===== src/rtl/ccd_pkg.sv =====
`timescale 1ns / 1ps

package ccd_pkg;

  localparam int MAX_SAMPLES   = 4096;
  localparam int OVERRANGE_BIT = 0;

  localparam int CODE_W   = 32;
  localparam int LEN_W    = 13;
  localparam int IDX_W    = 12;
  localparam int SUM_W    = 44;
  localparam int HALF_W   = 45;
  localparam int TOTAL_W  = 48;
  localparam int COUNT_W  = 16;
  localparam int BAND_W   = 15;
  localparam int AVG_W    = 30;
  localparam int STEP_W   = 2;
  localparam int CFG_IDX_W = 2;
  localparam int CFG_DAT_W = 16;

  // Shared divider: dividend as wide as the offset accumulator, divisor as
  // wide as the update period.
  localparam int DIV_N_W   = TOTAL_W;
  localparam int DIV_D_W   = COUNT_W;
  localparam int DIV_CNT_W = $clog2(DIV_N_W);

  typedef enum logic [CFG_IDX_W-1:0] {
    CFG_SAMPLES_PER_CYCLE = 2'd0,
    CFG_CYCLES_PER_UPDATE = 2'd1,
    CFG_CODE_DEADBAND     = 2'd2,
    CFG_SKIP_DAC_UPDATE   = 2'd3
  } cfg_idx_t;

  typedef enum logic [2:0] {
    ST_IDLE,
    ST_SUM_GO,
    ST_SUM_WAIT,
    ST_HALF_GO,
    ST_HALF_WAIT,
    ST_MEAN_GO,
    ST_MEAN_WAIT,
    ST_OUT
  } state_t;

  typedef struct packed {
    logic               start;
    logic [DIV_N_W-1:0] dividend;
    logic [DIV_D_W-1:0] divisor;
  } div_req_t;

  typedef struct packed {
    logic               busy;
    logic               done;
    logic [DIV_N_W-1:0] quotient;
  } div_sts_t;

  localparam logic [STEP_W-1:0] STEP_ZERO = 2'b00;
  localparam logic [STEP_W-1:0] STEP_UP   = 2'b01;
  localparam logic [STEP_W-1:0] STEP_DOWN = 2'b11;

endpackage


===== src/rtl/ccd_if.sv =====
`timescale 1ns / 1ps

interface ccd_in_if;
  logic                            valid;
  logic                            ready;
  logic signed [ccd_pkg::CODE_W-1:0] block_code;
  logic                            cds_reversed;

  modport source (output valid, output block_code, output cds_reversed, input ready);
  modport sink   (input valid, input block_code, input cds_reversed, output ready);
endinterface

interface ccd_out_if;
  logic                               valid;
  logic                               ready;
  logic signed [ccd_pkg::AVG_W-1:0]   average_code;
  logic                               overrange;
  logic                               offset_ready;
  logic signed [ccd_pkg::CODE_W-1:0]  offset_code;
  logic signed [ccd_pkg::STEP_W-1:0]  dac_step;

  modport source (output valid, output average_code, output overrange,
                  output offset_ready, output offset_code, output dac_step,
                  input ready);
  modport sink   (input valid, input average_code, input overrange,
                  input offset_ready, input offset_code, input dac_step,
                  output ready);
endinterface


===== src/rtl/chopper_cycle_demodulator.sv =====
`timescale 1ns / 1ps

// Codes inside a modulator cycle are taken back to back, one per cycle.
// The last code of a cycle runs two 48-step divisions on one shared divider, and a third
// division when a DAC decision is due; the result is registered once they are done.
// Input ready stays low from the last code of a cycle until the result is loaded, and
// a full output register holds it off.
// Reset (synchronous, rst_n low): defaults load, accumulators and sign pipeline clear.
module chopper_cycle_demodulator (
  input  logic                             clk,
  input  logic                             rst_n,
  input  logic                             cfg_we,
  input  logic [ccd_pkg::CFG_IDX_W-1:0]    cfg_index,
  input  logic [ccd_pkg::CFG_DAT_W-1:0]    cfg_wdata,
  ccd_in_if.sink                           in_chan,
  ccd_out_if.source                        out_chan
);

  // Configuration registers
  logic [ccd_pkg::LEN_W-1:0]   spc_r;
  logic [ccd_pkg::COUNT_W-1:0] cpu_r;
  logic [ccd_pkg::BAND_W-1:0]  band_r;
  logic                        skip_r;

  // Cycle accumulators and sequencing state
  ccd_pkg::state_t                    state_r, state_nxt;
  logic [ccd_pkg::IDX_W-1:0]          idx_r, idx_nxt;
  logic signed [ccd_pkg::SUM_W-1:0]   sum_r, sum_nxt;
  logic signed [ccd_pkg::HALF_W-1:0]  half_r, half_nxt;
  logic                               ovr_seen_r, ovr_seen_nxt;
  logic                               sign_cur_r, sign_cur_nxt;
  logic                               sign_next_r, sign_next_nxt;
  logic                               rev_r, rev_nxt;
  logic signed [ccd_pkg::TOTAL_W-1:0] total_r, total_nxt;
  logic [ccd_pkg::COUNT_W-1:0]        ccount_r, ccount_nxt;

  // Staged result
  logic [ccd_pkg::AVG_W-1:0]   st_avg_r, st_avg_nxt;
  logic                        st_ovr_r, st_ovr_nxt;
  logic                        st_rdy_r, st_rdy_nxt;
  logic [ccd_pkg::CODE_W-1:0]  st_off_r, st_off_nxt;
  logic [ccd_pkg::STEP_W-1:0]  st_step_r, st_step_nxt;

  // Output register
  logic                        out_valid_r, out_valid_nxt;
  logic [ccd_pkg::AVG_W-1:0]   out_avg_r;
  logic                        out_ovr_r;
  logic                        out_rdy_r;
  logic [ccd_pkg::CODE_W-1:0]  out_off_r;
  logic [ccd_pkg::STEP_W-1:0]  out_step_r;
  logic                        out_load;

  ccd_pkg::div_req_t div_req;
  ccd_pkg::div_sts_t div_sts;

  ccd_divider u_div (
    .clk   (clk),
    .rst_n (rst_n),
    .req   (div_req),
    .sts   (div_sts)
  );

  // Effective cycle length: clamp to 2..MAX_SAMPLES, then drop the low bit.
  logic [ccd_pkg::LEN_W-1:0]   len_clamp;
  logic [ccd_pkg::LEN_W-1:0]   len;
  logic [ccd_pkg::IDX_W-1:0]   half_len;
  logic [ccd_pkg::COUNT_W-1:0] period;

  always_comb begin
    if (spc_r < ccd_pkg::LEN_W'(2)) begin
      len_clamp = ccd_pkg::LEN_W'(2);
    end else if (spc_r > ccd_pkg::LEN_W'(ccd_pkg::MAX_SAMPLES)) begin
      len_clamp = ccd_pkg::LEN_W'(ccd_pkg::MAX_SAMPLES);
    end else begin
      len_clamp = spc_r;
    end
  end

  assign len      = {len_clamp[ccd_pkg::LEN_W-1:1], 1'b0};
  assign half_len = len[ccd_pkg::LEN_W-1:1];
  assign period   = (cpu_r == '0) ? ccd_pkg::COUNT_W'(1) : cpu_r;

  // Input-side arithmetic
  logic                               in_fire;
  logic signed [ccd_pkg::SUM_W-1:0]   code_s;
  logic signed [ccd_pkg::HALF_W-1:0]  code_h;
  logic                               cycle_end;

  assign in_fire   = in_chan.valid && in_chan.ready;
  assign code_s    = ccd_pkg::SUM_W'(in_chan.block_code);
  assign code_h    = ccd_pkg::HALF_W'(in_chan.block_code);
  assign cycle_end = ({1'b0, idx_r} >= (len - ccd_pkg::LEN_W'(1)));

  // Magnitudes fed to the divider
  logic [ccd_pkg::SUM_W-1:0]   sum_mag;
  logic [ccd_pkg::HALF_W-1:0]  half_mag;
  logic [ccd_pkg::TOTAL_W-1:0] total_mag;

  assign sum_mag   = sum_r[ccd_pkg::SUM_W-1]   ? ccd_pkg::SUM_W'(-sum_r)     : sum_r;
  assign half_mag  = half_r[ccd_pkg::HALF_W-1] ? ccd_pkg::HALF_W'(-half_r)   : half_r;
  assign total_mag = total_r[ccd_pkg::TOTAL_W-1] ? ccd_pkg::TOTAL_W'(-total_r) : total_r;

  // Post-divide arithmetic
  logic                                 avg_neg;
  logic [ccd_pkg::AVG_W-1:0]            avg_mag;
  logic                                 off_neg;
  logic signed [ccd_pkg::TOTAL_W:0]     off_ext;
  logic signed [ccd_pkg::TOTAL_W:0]     tsum;
  logic signed [ccd_pkg::TOTAL_W-1:0]   tsat;
  logic [ccd_pkg::COUNT_W-1:0]          ccount_inc;
  logic                                 do_update;
  logic                                 mean_neg;
  logic [ccd_pkg::TOTAL_W-1:0]          mean_mag;
  logic                                 mean_big;
  logic [ccd_pkg::CODE_W-1:0]           mean_sat;

  assign avg_neg = sum_r[ccd_pkg::SUM_W-1] ^ sign_cur_r;
  assign avg_mag = div_sts.quotient[ccd_pkg::AVG_W+1:2];

  assign off_neg = half_r[ccd_pkg::HALF_W-1] ^ sign_cur_r;
  assign off_ext = off_neg ? -$signed({3'b000, div_sts.quotient[ccd_pkg::TOTAL_W-1:2]})
                           :  $signed({3'b000, div_sts.quotient[ccd_pkg::TOTAL_W-1:2]});
  assign tsum    = $signed({total_r[ccd_pkg::TOTAL_W-1], total_r}) + off_ext;

  always_comb begin
    if (tsum[ccd_pkg::TOTAL_W] != tsum[ccd_pkg::TOTAL_W-1]) begin
      tsat = tsum[ccd_pkg::TOTAL_W] ? {1'b1, {(ccd_pkg::TOTAL_W-1){1'b0}}}
                                    : {1'b0, {(ccd_pkg::TOTAL_W-1){1'b1}}};
    end else begin
      tsat = tsum[ccd_pkg::TOTAL_W-1:0];
    end
  end

  assign ccount_inc = (ccount_r == '1) ? ccount_r : ccount_r + 1'b1;
  assign do_update  = (ccount_inc >= period) && !skip_r;

  assign mean_neg = total_r[ccd_pkg::TOTAL_W-1];
  assign mean_mag = div_sts.quotient;
  assign mean_big = mean_mag > {{(ccd_pkg::TOTAL_W-ccd_pkg::BAND_W){1'b0}}, band_r};

  always_comb begin
    if (!mean_neg && (mean_mag > ccd_pkg::TOTAL_W'(32'h7FFF_FFFF))) begin
      mean_sat = 32'h7FFF_FFFF;
    end else if (mean_neg && (mean_mag > ccd_pkg::TOTAL_W'(32'h8000_0000))) begin
      mean_sat = 32'h8000_0000;
    end else if (mean_neg) begin
      mean_sat = -mean_mag[ccd_pkg::CODE_W-1:0];
    end else begin
      mean_sat = mean_mag[ccd_pkg::CODE_W-1:0];
    end
  end

  // Sequencer
  always_comb begin
    state_nxt     = state_r;
    idx_nxt       = idx_r;
    sum_nxt       = sum_r;
    half_nxt      = half_r;
    ovr_seen_nxt  = ovr_seen_r;
    sign_cur_nxt  = sign_cur_r;
    sign_next_nxt = sign_next_r;
    rev_nxt       = rev_r;
    total_nxt     = total_r;
    ccount_nxt    = ccount_r;
    st_avg_nxt    = st_avg_r;
    st_ovr_nxt    = st_ovr_r;
    st_rdy_nxt    = st_rdy_r;
    st_off_nxt    = st_off_r;
    st_step_nxt   = st_step_r;
    out_load      = 1'b0;
    div_req.start    = 1'b0;
    div_req.dividend = '0;
    div_req.divisor  = '0;

    case (state_r)
      ccd_pkg::ST_IDLE: begin
        if (in_fire) begin
          // Fold the code into both sums and the overrange flag.
          ovr_seen_nxt = ovr_seen_r | in_chan.block_code[ccd_pkg::OVERRANGE_BIT];
          sum_nxt      = sum_r + code_s;
          half_nxt     = (idx_r < half_len) ? half_r + code_h : half_r - code_h;
          if (cycle_end) begin
            rev_nxt   = in_chan.cds_reversed;
            state_nxt = ccd_pkg::ST_SUM_GO;
          end else begin
            idx_nxt = idx_r + 1'b1;
          end
        end
      end
      ccd_pkg::ST_SUM_GO: begin
        div_req.start    = 1'b1;
        div_req.dividend = ccd_pkg::DIV_N_W'(sum_mag);
        div_req.divisor  = ccd_pkg::DIV_D_W'(len);
        state_nxt        = ccd_pkg::ST_SUM_WAIT;
      end
      ccd_pkg::ST_SUM_WAIT: begin
        if (div_sts.done) begin
          // Quarter the magnitude, then restore the corrected sign.
          st_avg_nxt = avg_neg ? -avg_mag : avg_mag;
          state_nxt  = ccd_pkg::ST_HALF_GO;
        end
      end
      ccd_pkg::ST_HALF_GO: begin
        div_req.start    = 1'b1;
        div_req.dividend = ccd_pkg::DIV_N_W'(half_mag);
        div_req.divisor  = ccd_pkg::DIV_D_W'(len);
        state_nxt        = ccd_pkg::ST_HALF_WAIT;
      end
      ccd_pkg::ST_HALF_WAIT: begin
        if (div_sts.done) begin
          total_nxt     = tsat;
          ccount_nxt    = ccount_inc;
          sign_cur_nxt  = sign_next_r;
          sign_next_nxt = rev_r;
          st_ovr_nxt    = ovr_seen_r;
          st_rdy_nxt    = 1'b0;
          st_off_nxt    = '0;
          st_step_nxt   = ccd_pkg::STEP_ZERO;
          // Clear the cycle accumulators for the next modulator cycle.
          idx_nxt       = '0;
          sum_nxt       = '0;
          half_nxt      = '0;
          ovr_seen_nxt  = 1'b0;
          state_nxt     = do_update ? ccd_pkg::ST_MEAN_GO : ccd_pkg::ST_OUT;
        end
      end
      ccd_pkg::ST_MEAN_GO: begin
        div_req.start    = 1'b1;
        div_req.dividend = total_mag;
        div_req.divisor  = period;
        state_nxt        = ccd_pkg::ST_MEAN_WAIT;
      end
      ccd_pkg::ST_MEAN_WAIT: begin
        if (div_sts.done) begin
          st_rdy_nxt = 1'b1;
          st_off_nxt = mean_sat;
          if (mean_big) begin
            st_step_nxt = mean_neg ? ccd_pkg::STEP_DOWN : ccd_pkg::STEP_UP;
          end else begin
            st_step_nxt = ccd_pkg::STEP_ZERO;
          end
          total_nxt  = '0;
          ccount_nxt = '0;
          state_nxt  = ccd_pkg::ST_OUT;
        end
      end
      ccd_pkg::ST_OUT: begin
        // Hold until the output register is free.
        if (!out_valid_r || out_chan.ready) begin
          out_load  = 1'b1;
          state_nxt = ccd_pkg::ST_IDLE;
        end
      end
      default: begin
        state_nxt = ccd_pkg::ST_IDLE;
      end
    endcase
  end

  always_comb begin
    out_valid_nxt = out_valid_r;
    if (out_load) begin
      out_valid_nxt = 1'b1;
    end else if (out_chan.ready) begin
      out_valid_nxt = 1'b0;
    end
  end

  // Configuration writes
  always_ff @(posedge clk) begin
    if (!rst_n) begin
      spc_r  <= ccd_pkg::LEN_W'(2);
      cpu_r  <= ccd_pkg::COUNT_W'(1);
      band_r <= '0;
      skip_r <= 1'b0;
    end else if (cfg_we) begin
      case (ccd_pkg::cfg_idx_t'(cfg_index))
        ccd_pkg::CFG_SAMPLES_PER_CYCLE: spc_r  <= cfg_wdata[ccd_pkg::LEN_W-1:0];
        ccd_pkg::CFG_CYCLES_PER_UPDATE: cpu_r  <= cfg_wdata[ccd_pkg::COUNT_W-1:0];
        ccd_pkg::CFG_CODE_DEADBAND:     band_r <= cfg_wdata[ccd_pkg::BAND_W-1:0];
        ccd_pkg::CFG_SKIP_DAC_UPDATE:   skip_r <= cfg_wdata[0];
        default: begin
        end
      endcase
    end
  end

  // Control and accumulator state
  always_ff @(posedge clk) begin
    if (!rst_n) begin
      state_r     <= ccd_pkg::ST_IDLE;
      idx_r       <= '0;
      sum_r       <= '0;
      half_r      <= '0;
      ovr_seen_r  <= 1'b0;
      sign_cur_r  <= 1'b0;
      sign_next_r <= 1'b0;
      total_r     <= '0;
      ccount_r    <= '0;
      out_valid_r <= 1'b0;
    end else begin
      state_r     <= state_nxt;
      idx_r       <= idx_nxt;
      sum_r       <= sum_nxt;
      half_r      <= half_nxt;
      ovr_seen_r  <= ovr_seen_nxt;
      sign_cur_r  <= sign_cur_nxt;
      sign_next_r <= sign_next_nxt;
      total_r     <= total_nxt;
      ccount_r    <= ccount_nxt;
      out_valid_r <= out_valid_nxt;
    end
  end

  // Payload registers
  always_ff @(posedge clk) begin
    rev_r     <= rev_nxt;
    st_avg_r  <= st_avg_nxt;
    st_ovr_r  <= st_ovr_nxt;
    st_rdy_r  <= st_rdy_nxt;
    st_off_r  <= st_off_nxt;
    st_step_r <= st_step_nxt;
    if (out_load) begin
      out_avg_r  <= st_avg_r;
      out_ovr_r  <= st_ovr_r;
      out_rdy_r  <= st_rdy_r;
      out_off_r  <= st_off_r;
      out_step_r <= st_step_r;
    end
  end

  assign in_chan.ready         = (state_r == ccd_pkg::ST_IDLE);
  assign out_chan.valid        = out_valid_r;
  assign out_chan.average_code = out_avg_r;
  assign out_chan.overrange    = out_ovr_r;
  assign out_chan.offset_ready = out_rdy_r;
  assign out_chan.offset_code  = out_off_r;
  assign out_chan.dac_step     = out_step_r;

  // Never restart the divider while it is still iterating.
  a_div_start_idle: assert property (@(posedge clk) disable iff (!rst_n)
    div_req.start |-> !div_sts.busy)
    else $error("divider started while busy");

  // The last code of a modulator cycle must launch the sum division.
  a_cycle_end_div: assert property (@(posedge clk) disable iff (!rst_n)
    (in_fire && cycle_end) |=> (state_r == ccd_pkg::ST_SUM_GO))
    else $error("cycle end did not start division");

  // Without a completed averaging period the offset and step read zero.
  a_no_ready_zero: assert property (@(posedge clk) disable iff (!rst_n)
    (out_valid_r && !out_rdy_r) |-> (out_off_r == '0 && out_step_r == ccd_pkg::STEP_ZERO))
    else $error("offset fields set without offset_ready");

  // A DAC step is only -1, 0 or +1.
  a_step_legal: assert property (@(posedge clk) disable iff (!rst_n)
    out_valid_r |-> (out_step_r != 2'b10))
    else $error("illegal dac step");

endmodule


===== src/rtl/ccd_divider.sv =====
`timescale 1ns / 1ps

// Restoring unsigned divider, one quotient bit per cycle.
module ccd_divider (
  input  logic              clk,
  input  logic              rst_n,
  input  ccd_pkg::div_req_t req,
  output ccd_pkg::div_sts_t sts
);

  logic                            busy_r, busy_nxt;
  logic                            done_r, done_nxt;
  logic [ccd_pkg::DIV_CNT_W-1:0]   cnt_r, cnt_nxt;
  logic [ccd_pkg::DIV_D_W-1:0]     rem_r, rem_nxt;
  logic [ccd_pkg::DIV_D_W-1:0]     dvs_r, dvs_nxt;
  logic [ccd_pkg::DIV_N_W-1:0]     quo_r, quo_nxt;

  logic [ccd_pkg::DIV_D_W:0]       shifted;
  logic [ccd_pkg::DIV_D_W:0]       diff;
  logic                            ge;

  assign shifted = {rem_r, quo_r[ccd_pkg::DIV_N_W-1]};
  assign diff    = shifted - {1'b0, dvs_r};
  assign ge      = (shifted >= {1'b0, dvs_r});

  always_comb begin
    busy_nxt = busy_r;
    done_nxt = 1'b0;
    cnt_nxt  = cnt_r;
    rem_nxt  = rem_r;
    dvs_nxt  = dvs_r;
    quo_nxt  = quo_r;
    if (req.start) begin
      busy_nxt = 1'b1;
      cnt_nxt  = ccd_pkg::DIV_CNT_W'(ccd_pkg::DIV_N_W - 1);
      rem_nxt  = '0;
      dvs_nxt  = req.divisor;
      quo_nxt  = req.dividend;
    end else if (busy_r) begin
      rem_nxt = ge ? diff[ccd_pkg::DIV_D_W-1:0] : shifted[ccd_pkg::DIV_D_W-1:0];
      quo_nxt = {quo_r[ccd_pkg::DIV_N_W-2:0], ge};
      cnt_nxt = cnt_r - 1'b1;
      if (cnt_r == '0) begin
        busy_nxt = 1'b0;
        done_nxt = 1'b1;
      end
    end
  end

  always_ff @(posedge clk) begin
    if (!rst_n) begin
      busy_r <= 1'b0;
      done_r <= 1'b0;
      cnt_r  <= '0;
    end else begin
      busy_r <= busy_nxt;
      done_r <= done_nxt;
      cnt_r  <= cnt_nxt;
    end
  end

  always_ff @(posedge clk) begin
    rem_r <= rem_nxt;
    dvs_r <= dvs_nxt;
    quo_r <= quo_nxt;
  end

  assign sts.busy     = busy_r;
  assign sts.done     = done_r;
  assign sts.quotient = quo_r;

endmodule


===== src/flat_wrapper.sv =====
// flat-port wrapper written by rule: the top's interface ports become plain ports
module chopper_cycle_demodulator_flat 
  (clk, rst_n, cfg_we, cfg_index, cfg_wdata, in_chan_valid, in_chan_block_code, in_chan_cds_reversed, in_chan_ready, out_chan_valid, out_chan_average_code, out_chan_overrange, out_chan_offset_ready, out_chan_offset_code, out_chan_dac_step, out_chan_ready);
  ccd_in_if in_chan_i ();
  ccd_out_if out_chan_i ();
  input  logic clk;
  input  logic rst_n;
  input  logic cfg_we;
  input  logic [ccd_pkg::CFG_IDX_W-1:0] cfg_index;
  input  logic [ccd_pkg::CFG_DAT_W-1:0] cfg_wdata;
  input wire logic [$bits(in_chan_i.valid)-1:0] in_chan_valid;
  input wire logic [$bits(in_chan_i.block_code)-1:0] in_chan_block_code;
  input wire logic [$bits(in_chan_i.cds_reversed)-1:0] in_chan_cds_reversed;
  output wire logic [$bits(in_chan_i.ready)-1:0] in_chan_ready;
  output wire logic [$bits(out_chan_i.valid)-1:0] out_chan_valid;
  output wire logic [$bits(out_chan_i.average_code)-1:0] out_chan_average_code;
  output wire logic [$bits(out_chan_i.overrange)-1:0] out_chan_overrange;
  output wire logic [$bits(out_chan_i.offset_ready)-1:0] out_chan_offset_ready;
  output wire logic [$bits(out_chan_i.offset_code)-1:0] out_chan_offset_code;
  output wire logic [$bits(out_chan_i.dac_step)-1:0] out_chan_dac_step;
  input wire logic [$bits(out_chan_i.ready)-1:0] out_chan_ready;
  assign in_chan_i.valid = in_chan_valid;
  assign in_chan_i.block_code = in_chan_block_code;
  assign in_chan_i.cds_reversed = in_chan_cds_reversed;
  assign in_chan_ready = in_chan_i.ready;
  assign out_chan_valid = out_chan_i.valid;
  assign out_chan_average_code = out_chan_i.average_code;
  assign out_chan_overrange = out_chan_i.overrange;
  assign out_chan_offset_ready = out_chan_i.offset_ready;
  assign out_chan_offset_code = out_chan_i.offset_code;
  assign out_chan_dac_step = out_chan_i.dac_step;
  assign out_chan_i.ready = out_chan_ready;
  chopper_cycle_demodulator u_core (.clk(clk), .rst_n(rst_n), .cfg_we(cfg_we), .cfg_index(cfg_index), .cfg_wdata(cfg_wdata), .in_chan(in_chan_i), .out_chan(out_chan_i));
endmodule

===== config.mk =====
export PLATFORM = sky130hd
export DESIGN_NAME = chopper_cycle_demodulator_flat
export DESIGN_NICKNAME = d
export VERILOG_FILES = /design/src/rtl/ccd_pkg.sv /design/src/rtl/ccd_if.sv /design/src/rtl/chopper_cycle_demodulator.sv /design/src/rtl/ccd_divider.sv /design/src/flat_wrapper.sv
export SDC_FILE = /design/constraint.sdc
export NUM_CORES = 2
export LEC_CHECK = 0
export BUFFER_PORTS_ARGS = -buffer_cell sky130_fd_sc_hd__buf_4
export CORE_ASPECT_RATIO = 0.9
export CORE_MARGIN = 2
export CORE_UTILIZATION = 40
export DETAILED_ROUTE_END_ITERATION = 12
export SYNTH_ARGS = -nofsm -noshare
export SYNTH_HDL_FRONTEND = slang
export SYNTH_SLANG_ARGS = --single-unit

===== constraint.sdc =====
create_clock -name clk -period 14.1 [get_ports clk]
set_input_delay 2.82 -clock clk [delete_from_list [all_inputs] [get_ports clk]]
set_output_delay 2.82 -clock clk [all_outputs]
set_load 0.01 [all_outputs]

# Word level (Yosys, flattened, before mapping)
# Index checks and enable logic that the tools add are counted.
[totals] memories=0 ram_bits=0 reg_bits=438 elab_cells=175 latch_bits=0 romBits=0 inputBits=56
[op_classes] mul=0 bitwise_logic=5 magnitude_cmp=9 n_shift=0 n_reduce_logical=29 mux=66 n_div=0 addsub=15 eq_ne=19
[op_table] operator="$mux W48" count=7
[op_table] operator="$pmux W65 S3" count=1
[op_table] operator="$mux W45" count=4
[op_table] operator="$mux W32" count=5
[op_table] operator="$mux W44" count=3
[op_table] operator="$pmux W48 S2" count=1
[op_table] operator="$pmux W45 S2" count=1
[op_table] operator="$pmux W44 S2" count=1
[op_table] operator="$mux W16" count=5
[op_table] operator="$pmux W32 S2" count=1
[op_table] operator="$add A48 B49 Y49" count=1
[op_table] operator="$mux W49" count=1
[op_table] operator="$neg A46 Y49" count=1
[op_table] operator="$gt A48 B15 Y1" count=1
[op_table] operator="$gt A48 B31 Y1 const B" count=1
[op_table] operator="$gt A48 B32 Y1 const B" count=1
[op_table] operator="$neg A48 Y48" count=1
[op_table] operator="$add A45 B32 Y45" count=1
[op_table] operator="$neg A45 Y45" count=1
[op_table] operator="$sub A45 B32 Y45" count=1
[op_table] operator="$add A44 B32 Y44" count=1
[op_table] operator="$neg A44 Y44" count=1
[op_table] operator="$mux W12" count=3
[op_table] operator="$neg A32 Y32" count=1
[op_table] operator="49 further kinds" count=98

# Depth between registers and ports, before layout
[depth] depth_word=8 mapped_depth=27 mapped_depth_nobuf=25

# By module
# From an unflattened synthesis, not the netlist that was laid out.
[unflattened] cells_unflattened=3805 hier_area_um2=32080.8
[by_module_without_submodules] module="chopper_cycle_demodulator" cells_per_inst=3419 n_inst=1 area_each_um2=27562.7 seq_area_each_um2=8318.0
[by_module_without_submodules] module="ccd_divider" cells_per_inst=386 n_inst=1 area_each_um2=4518.1 seq_area_each_um2=2402.3

# Least setup slack after synthesis
# Ideal clock, no wire load.
[synth_path] path_type="in2reg" start="input port in_chan_block_code[3]" end="register u_core.half_r[44] (netlist name)" n_path_buf=1 path_stages=24 setup_slack_ns=6.677 arrival_time_ns=7.300 required_time_ns=13.977 cell_sequence="nor4_1 nand2_1 nor2_1 nand2_1 or3_1 nor2_1 nand2_1 or2_1 o41ai_1 mux2_2 ha_1 clkbuf_1 a21o_1 a21o_1 a21o_1 a21o_1 a21oi_1 nor2b_1 o21ai_0 o21ai_0 a211o_1 xnor2_1 a21oi_1 o22ai_1"
[synth_between] elab_chain_len=4 elab_cells_between_ends=5 cone_classes="add/sub (2); mux (3)"
[synth_rtl] item="from (decl)" line="flat_wrapper.sv:12" source="input wire logic [$bits(in_chan_i.block_code)-1:0] in_chan_block_code;"
[synth_rtl] item="$sub A45 B32 Y45 / $add A45 B32 Y45 (equally long branches)" line="chopper_cycle_demodulator.sv:181" source="half_nxt = (idx_r < half_len) ? half_r + code_h : half_r - code_h;"
[synth_rtl] item="$mux W45 (*)" line="chopper_cycle_demodulator.sv:181"
[synth_rtl] item="$mux W45 (*)" line="chopper_cycle_demodulator.sv:177" source="if (in_fire) begin"
[synth_rtl] item="$pmux W45 S2 (*)" line="chopper_cycle_demodulator.sv:175" source="case (state_r)"
[synth_rtl] item="to (signal assigned)" line="chopper_cycle_demodulator.sv:305" source="half_r <= half_nxt;"
[synth_rtl] item="to (decl)" line="chopper_cycle_demodulator.sv:29" source="logic signed [ccd_pkg::HALF_W-1:0] half_r, half_nxt;"
# Mark *: on every way between the ends. The rest lies on a longest branch, timed or not. The select of a mux whose other input is x is not followed.
# A chain may end at the register's enable or synchronous reset.

# Worst setup path in the final report
[layout_path] start="register u_core.u_div.quo_r[4] (netlist name)" end="register u_core.total_r[45] (netlist name)"
[layout_between] elab_chain_len=7 elab_cells_between_ends=8 cone_classes="add/sub (2); eq/ne (1); mux (5)"
[layout_rtl] item="from (decl)" line="ccd_divider.sv:16" source="logic [ccd_pkg::DIV_N_W-1:0] quo_r, quo_nxt;"
[layout_rtl] item="from (signal assigned)" line="ccd_divider.sv:65" source="quo_r <= quo_nxt;"
[layout_rtl] item="$neg A46 Y49" line="chopper_cycle_demodulator.sv:121" source="assign off_ext = off_neg ? -$signed({3'b000, div_sts.quotient[ccd_pkg::TOTAL_W-1:2]})"
[layout_rtl] item="$mux W49 (*)" line="chopper_cycle_demodulator.sv:121"
[layout_rtl] item="$add A48 B49 Y49 (*)" line="chopper_cycle_demodulator.sv:123" source="assign tsum = $signed({total_r[ccd_pkg::TOTAL_W-1], total_r}) + off_ext;"
[layout_rtl] item="$mux W48 / $ne A1 B1 Y1 (equally long branches)" line="chopper_cycle_demodulator.sv:127, chopper_cycle_demodulator.sv:126"
[layout_rtl] item="$mux W48 (*)" line="chopper_cycle_demodulator.sv:126" source="if (tsum[ccd_pkg::TOTAL_W] != tsum[ccd_pkg::TOTAL_W-1]) begin"
[layout_rtl] item="$mux W48 (*)" line="chopper_cycle_demodulator.sv:210" source="if (div_sts.done) begin"
[layout_rtl] item="$pmux W48 S2 (*)" line="chopper_cycle_demodulator.sv:175"
[layout_rtl] item="to (signal assigned)" line="chopper_cycle_demodulator.sv:309" source="total_r <= total_nxt;"
[layout_rtl] item="to (decl)" line="chopper_cycle_demodulator.sv:34" source="logic signed [ccd_pkg::TOTAL_W-1:0] total_r, total_nxt;"
# Marked as above.

==> impl_metrics.json <==
{
  "outcome": "finished clean",
  "initial_core_util": 0.402,
  "arrival_ns": 7.89,
  "die_w_um": 301,
  "yosys.cell_count.top_type": "nand2_1",
  "async_reset_ff_frac": 0,
  "synth_top_area_frac": 0.186,
  "reg2reg_depth": 22,
  "cts-resized-gates": 0,
  "path_clk_slew_ns": 0.07,
  "r2r_slack_ns": 6.68,
  "ys_ff_latch": 437,
  "via_per_inst": 5.69,
  "ioPinCount": 124,
  "final_util": 0.447,
  "internal-power_w": 0.00325,
  "rsz0062_at_grt": "no",
  "synthCells": 3788,
  "max_cap_viol_count": 0,
  "grt_pass1_vias": 25031,
  "yosysUniqueCellTypes": 81,
  "coreArea_um2": 79100,
  "synth.yosys.seq_area_share": 0.337,
  "portBuffers": 123,
  "drive_gt1_frac": 0.0757,
  "worstSetupEndpoint": "u_core.total_r[45]$_SDFFE_PN0P_",
  "cp.required_ns": 14.57,
  "critical_path_class": "reg2reg",
  "grt_max_degree": 68,
  "timing.fmax_mhz": 135,
  "cts_hold_buf": 0,
  "drt_first_pass_iters": 6,
  "dp_hpwl_um": 69500,
  "drtAntennaViolNets": 0,
  "synth_common_cells": "nand2_1 (406), nor2_1 (314), a21oi_1 (298)",
  "r2r_start": "u_core.u_div.quo_r[4]$_DFFE_PP_",
  "slew_violations": 0,
  "remaining_drc_errors": 0,
  "wirelength_um": 93400,
  "cts_tree": "built",
  "pwr_density_cell_nw_per_um2": 151,
  "cts_root_buf": "clkbuf_16",
  "cts-buffers-inserted": 51,
  "worst_setup_path_start_kind": "flip-flop",
  "dieArea_um2": 81700,
  "period_share": 0.526,
  "num_vias": 27834,
  "ir_worst_vdd_uv": 96.4,
  "h-tree-depth": 2,
  "syn-cell-area_um2": 31800,
  "grt_overflow_total": 0,
  "wire_per_inst_um": 19.1,
  "switchingPower_w": 0.00210,
  "cp_cell_sequence": "nor3_1, nand4_1, nor3_1, nand2_1, nor2_1, nand2_1, or4_1, o21ai_1, xnor2_1, ha_1, a21o_1, a21o_1, a211oi_1, nand4_1, a21oi_1, o21ai_1, mux2i_1, nor3_1, xnor2_1, nand2_1, a21oi_1, o21ai_1",
  "synth_area_leaders": "edfxtp_1 (19%), dfxtp_1 (15%), ha_1 (8.5%)",
  "synth-edff-count": 197,
  "tns_ns": 0,
  "avgSynthCellArea_um2": 8.39,
  "hp-start": "u_core.st_off_r[14]$_SDFFCE_PN0P_",
  "die_h_um": 271,
  "postCtsSetupRepairBufs": 0,
  "antenna_cells": 0,
  "drtIter0Drc": 2333,
  "synth_ff_type": "dfxtp_1",
  "r2r_end": "u_core.total_r[45]$_SDFFE_PN0P_",
  "power_frac_seq": 0.311,
  "crit_start": "u_core.u_div.quo_r[4]$_DFFE_PP_",
  "slowest_delay_ns": 0.80,
  "rows": 98,
  "leakage_nw": 14.1,
  "hold_viol": 0,
  "power_w": 0.00535,
  "grt_pass1_wl_um": 145000,
  "grt_usage": 0.222,
  "nets": 4076,
  "max_slew_margin": 0.215,
  "slowest_stage": "nor3_1",
  "endpoint_kind": "flip-flop",
  "switching_share": 0.393,
  "insertion_delay_ns": 0.61,
  "yosys.area.top_type": "edfxtp_1",
  "skew_ns": 0.0194,
  "antenna_found_initial": 0,
  "multi_input_area_um2": 20000,
  "tightest_slew_ns": 1.17,
  "min_path_type": "reg2reg",
  "cts.sinks": 437,
  "setup_viol": 0,
  "synth_nets": 4063,
  "syn_to_final_growth_pct": 11.4,
  "synth_warnings": 0,
  "clkPwrFrac": 0.264,
  "gp_congestion": 0.931,
  "num-fill-cells": 7851,
  "combPwrFrac": 0.425,
  "seq_area_um2": 10700,
  "period_minus_slack_ns": 7.42,
  "cp_max_fo": 26,
  "cts.path.max_buffers": 3
}
-- cell type report --
cell class	instances	area share
Multi-Input combinational cell	3045	0.564
Sequential cell	437	0.303
Clock buffer	66	0.0412
Tap cell	1050	0.0371
Timing Repair Buffer	161	0.0342
Inverter	105	0.0111
Clock inverter	29	0.00902
-- cells by family after synthesis --
| family | count (synthesis) | synth area share |
|---|---|---|
| simple gates | 1260 | 0.189 |
| compound gates | 1142 | 0.232 |
| flops | 437 | 0.337 |
| xor+xnor | 392 | 0.108 |
| buf+inv | 306 | 0.0363 |
| fa+ha+maj | 223 | 0.0884 |
| mux | 28 | 0.00909 |
-- critical path, delay by kind of cell (launching register included) --
family / cells / cell delay (ns)
AOI/OAI and AO/OA: 8 / 1.80
and+or+nand+nor: 10 / 4.02
adders and majority gates: 1 / 0.32
xor gates and xnor gates: 2 / 0.37
muxes: 1 / 0.17
DFF: 1 / 0.60
-- through the flow --
step | hold WS [ns] | instance area, um^2 | setup WS [ns] | std cells
2_1_floorplan | 0.400 | 31800 | 6.68 | 3788
4_1_cts | 0.418 | 35400 | 6.72 | 4893
6_report | 0.415 | 35400 | 6.68 | 4893
3_3_place_gp | 0.403 | 33600 | 6.24 | 4798
5_1_grt | 0.427 | 35400 | 6.00 | 4893
3_5_place_dp | 0.405 | 33600 | 6.26 | 4798
-- worst min path at each step --
| stage | end | cells after the start |
|---|---|---|
| floorplan | u_core.out_chan.average_code[0]$_DFFE_PP_ | 0 |
| global placement | u_core.out_chan.offset_code[31]$_DFFE_PP_ | 0 |
| detailed placement | u_core.out_chan.average_code[13]$_DFFE_PP_ | 0 |
| CTS | u_core.out_chan.average_code[13]$_DFFE_PP_ | 0 |
| global route | u_core.out_chan.offset_code[13]$_DFFE_PP_ | 0 |
| finish | u_core.out_chan.offset_code[14]$_DFFE_PP_ | 0 |
-- flip-flops by register name (all words and copies together), names as in the netlist, 2 cells and up --
signal	count
u_core.band_r	15
u_core.ccount_r	16
u_core.cpu_r	16
u_core.half_r	45
u_core.idx_r	12
u_core.out_chan.average_code	30
u_core.out_chan.dac_step	2
u_core.out_chan.offset_code	32
u_core.spc_r	12
u_core.st_avg_r	30
u_core.st_off_r	32
u_core.st_step_r	2
u_core.state_r	3
u_core.sum_r	44
u_core.total_r	48
u_core.u_div.cnt_r	6
u_core.u_div.dvs_r	16
u_core.u_div.quo_r	48
u_core.u_div.rem_r	16
-- placed cells by master (no fill, tap or decap), types with 100 or more instances in the layout --
cell	netlist	final
ha_1	215	215
xor2_1	186	186
buf_4	0	161
a21oi_1	298	298
o21ai_0	144	144
dfxtp_1	240	237
inv_1	100	100
nor2_1	314	311
nand2_1	406	406
xnor2_1	206	204
o21ai_1	115	115
edfxtp_1	197	197
-- power by group through the flow --
| stage | combinational, W | sequential (W) | clock, W |
|---|---|---|---|
| 3_5_place_dp | 0.00224 | 0.00168 | 0 |
| 3_3_place_gp | 0.00224 | 0.00168 | 0 |
| 6_report | 0.00227 | 0.00166 | 0.00141 |
| 5_1_grt | 0.00255 | 0.00168 | 0.00149 |
| 2_1_floorplan | 0.00181 | 0.00158 | 0 |
| 4_1_cts | 0.00226 | 0.00165 | 0.00144 |
-- routing by layer --
layer  up-vias  track usage  part of all wire  wire length (um)
met3        98       0.0299             0.073              6790
met5         -            0                 0                 0
li1      13834            -                 -                 -
met2       917        0.306              0.40             37100
met4         0       0.0563             0.021              1930
met1     12985        0.354              0.51             47500
Note: power is estimated with default switching activity, not from simulation.
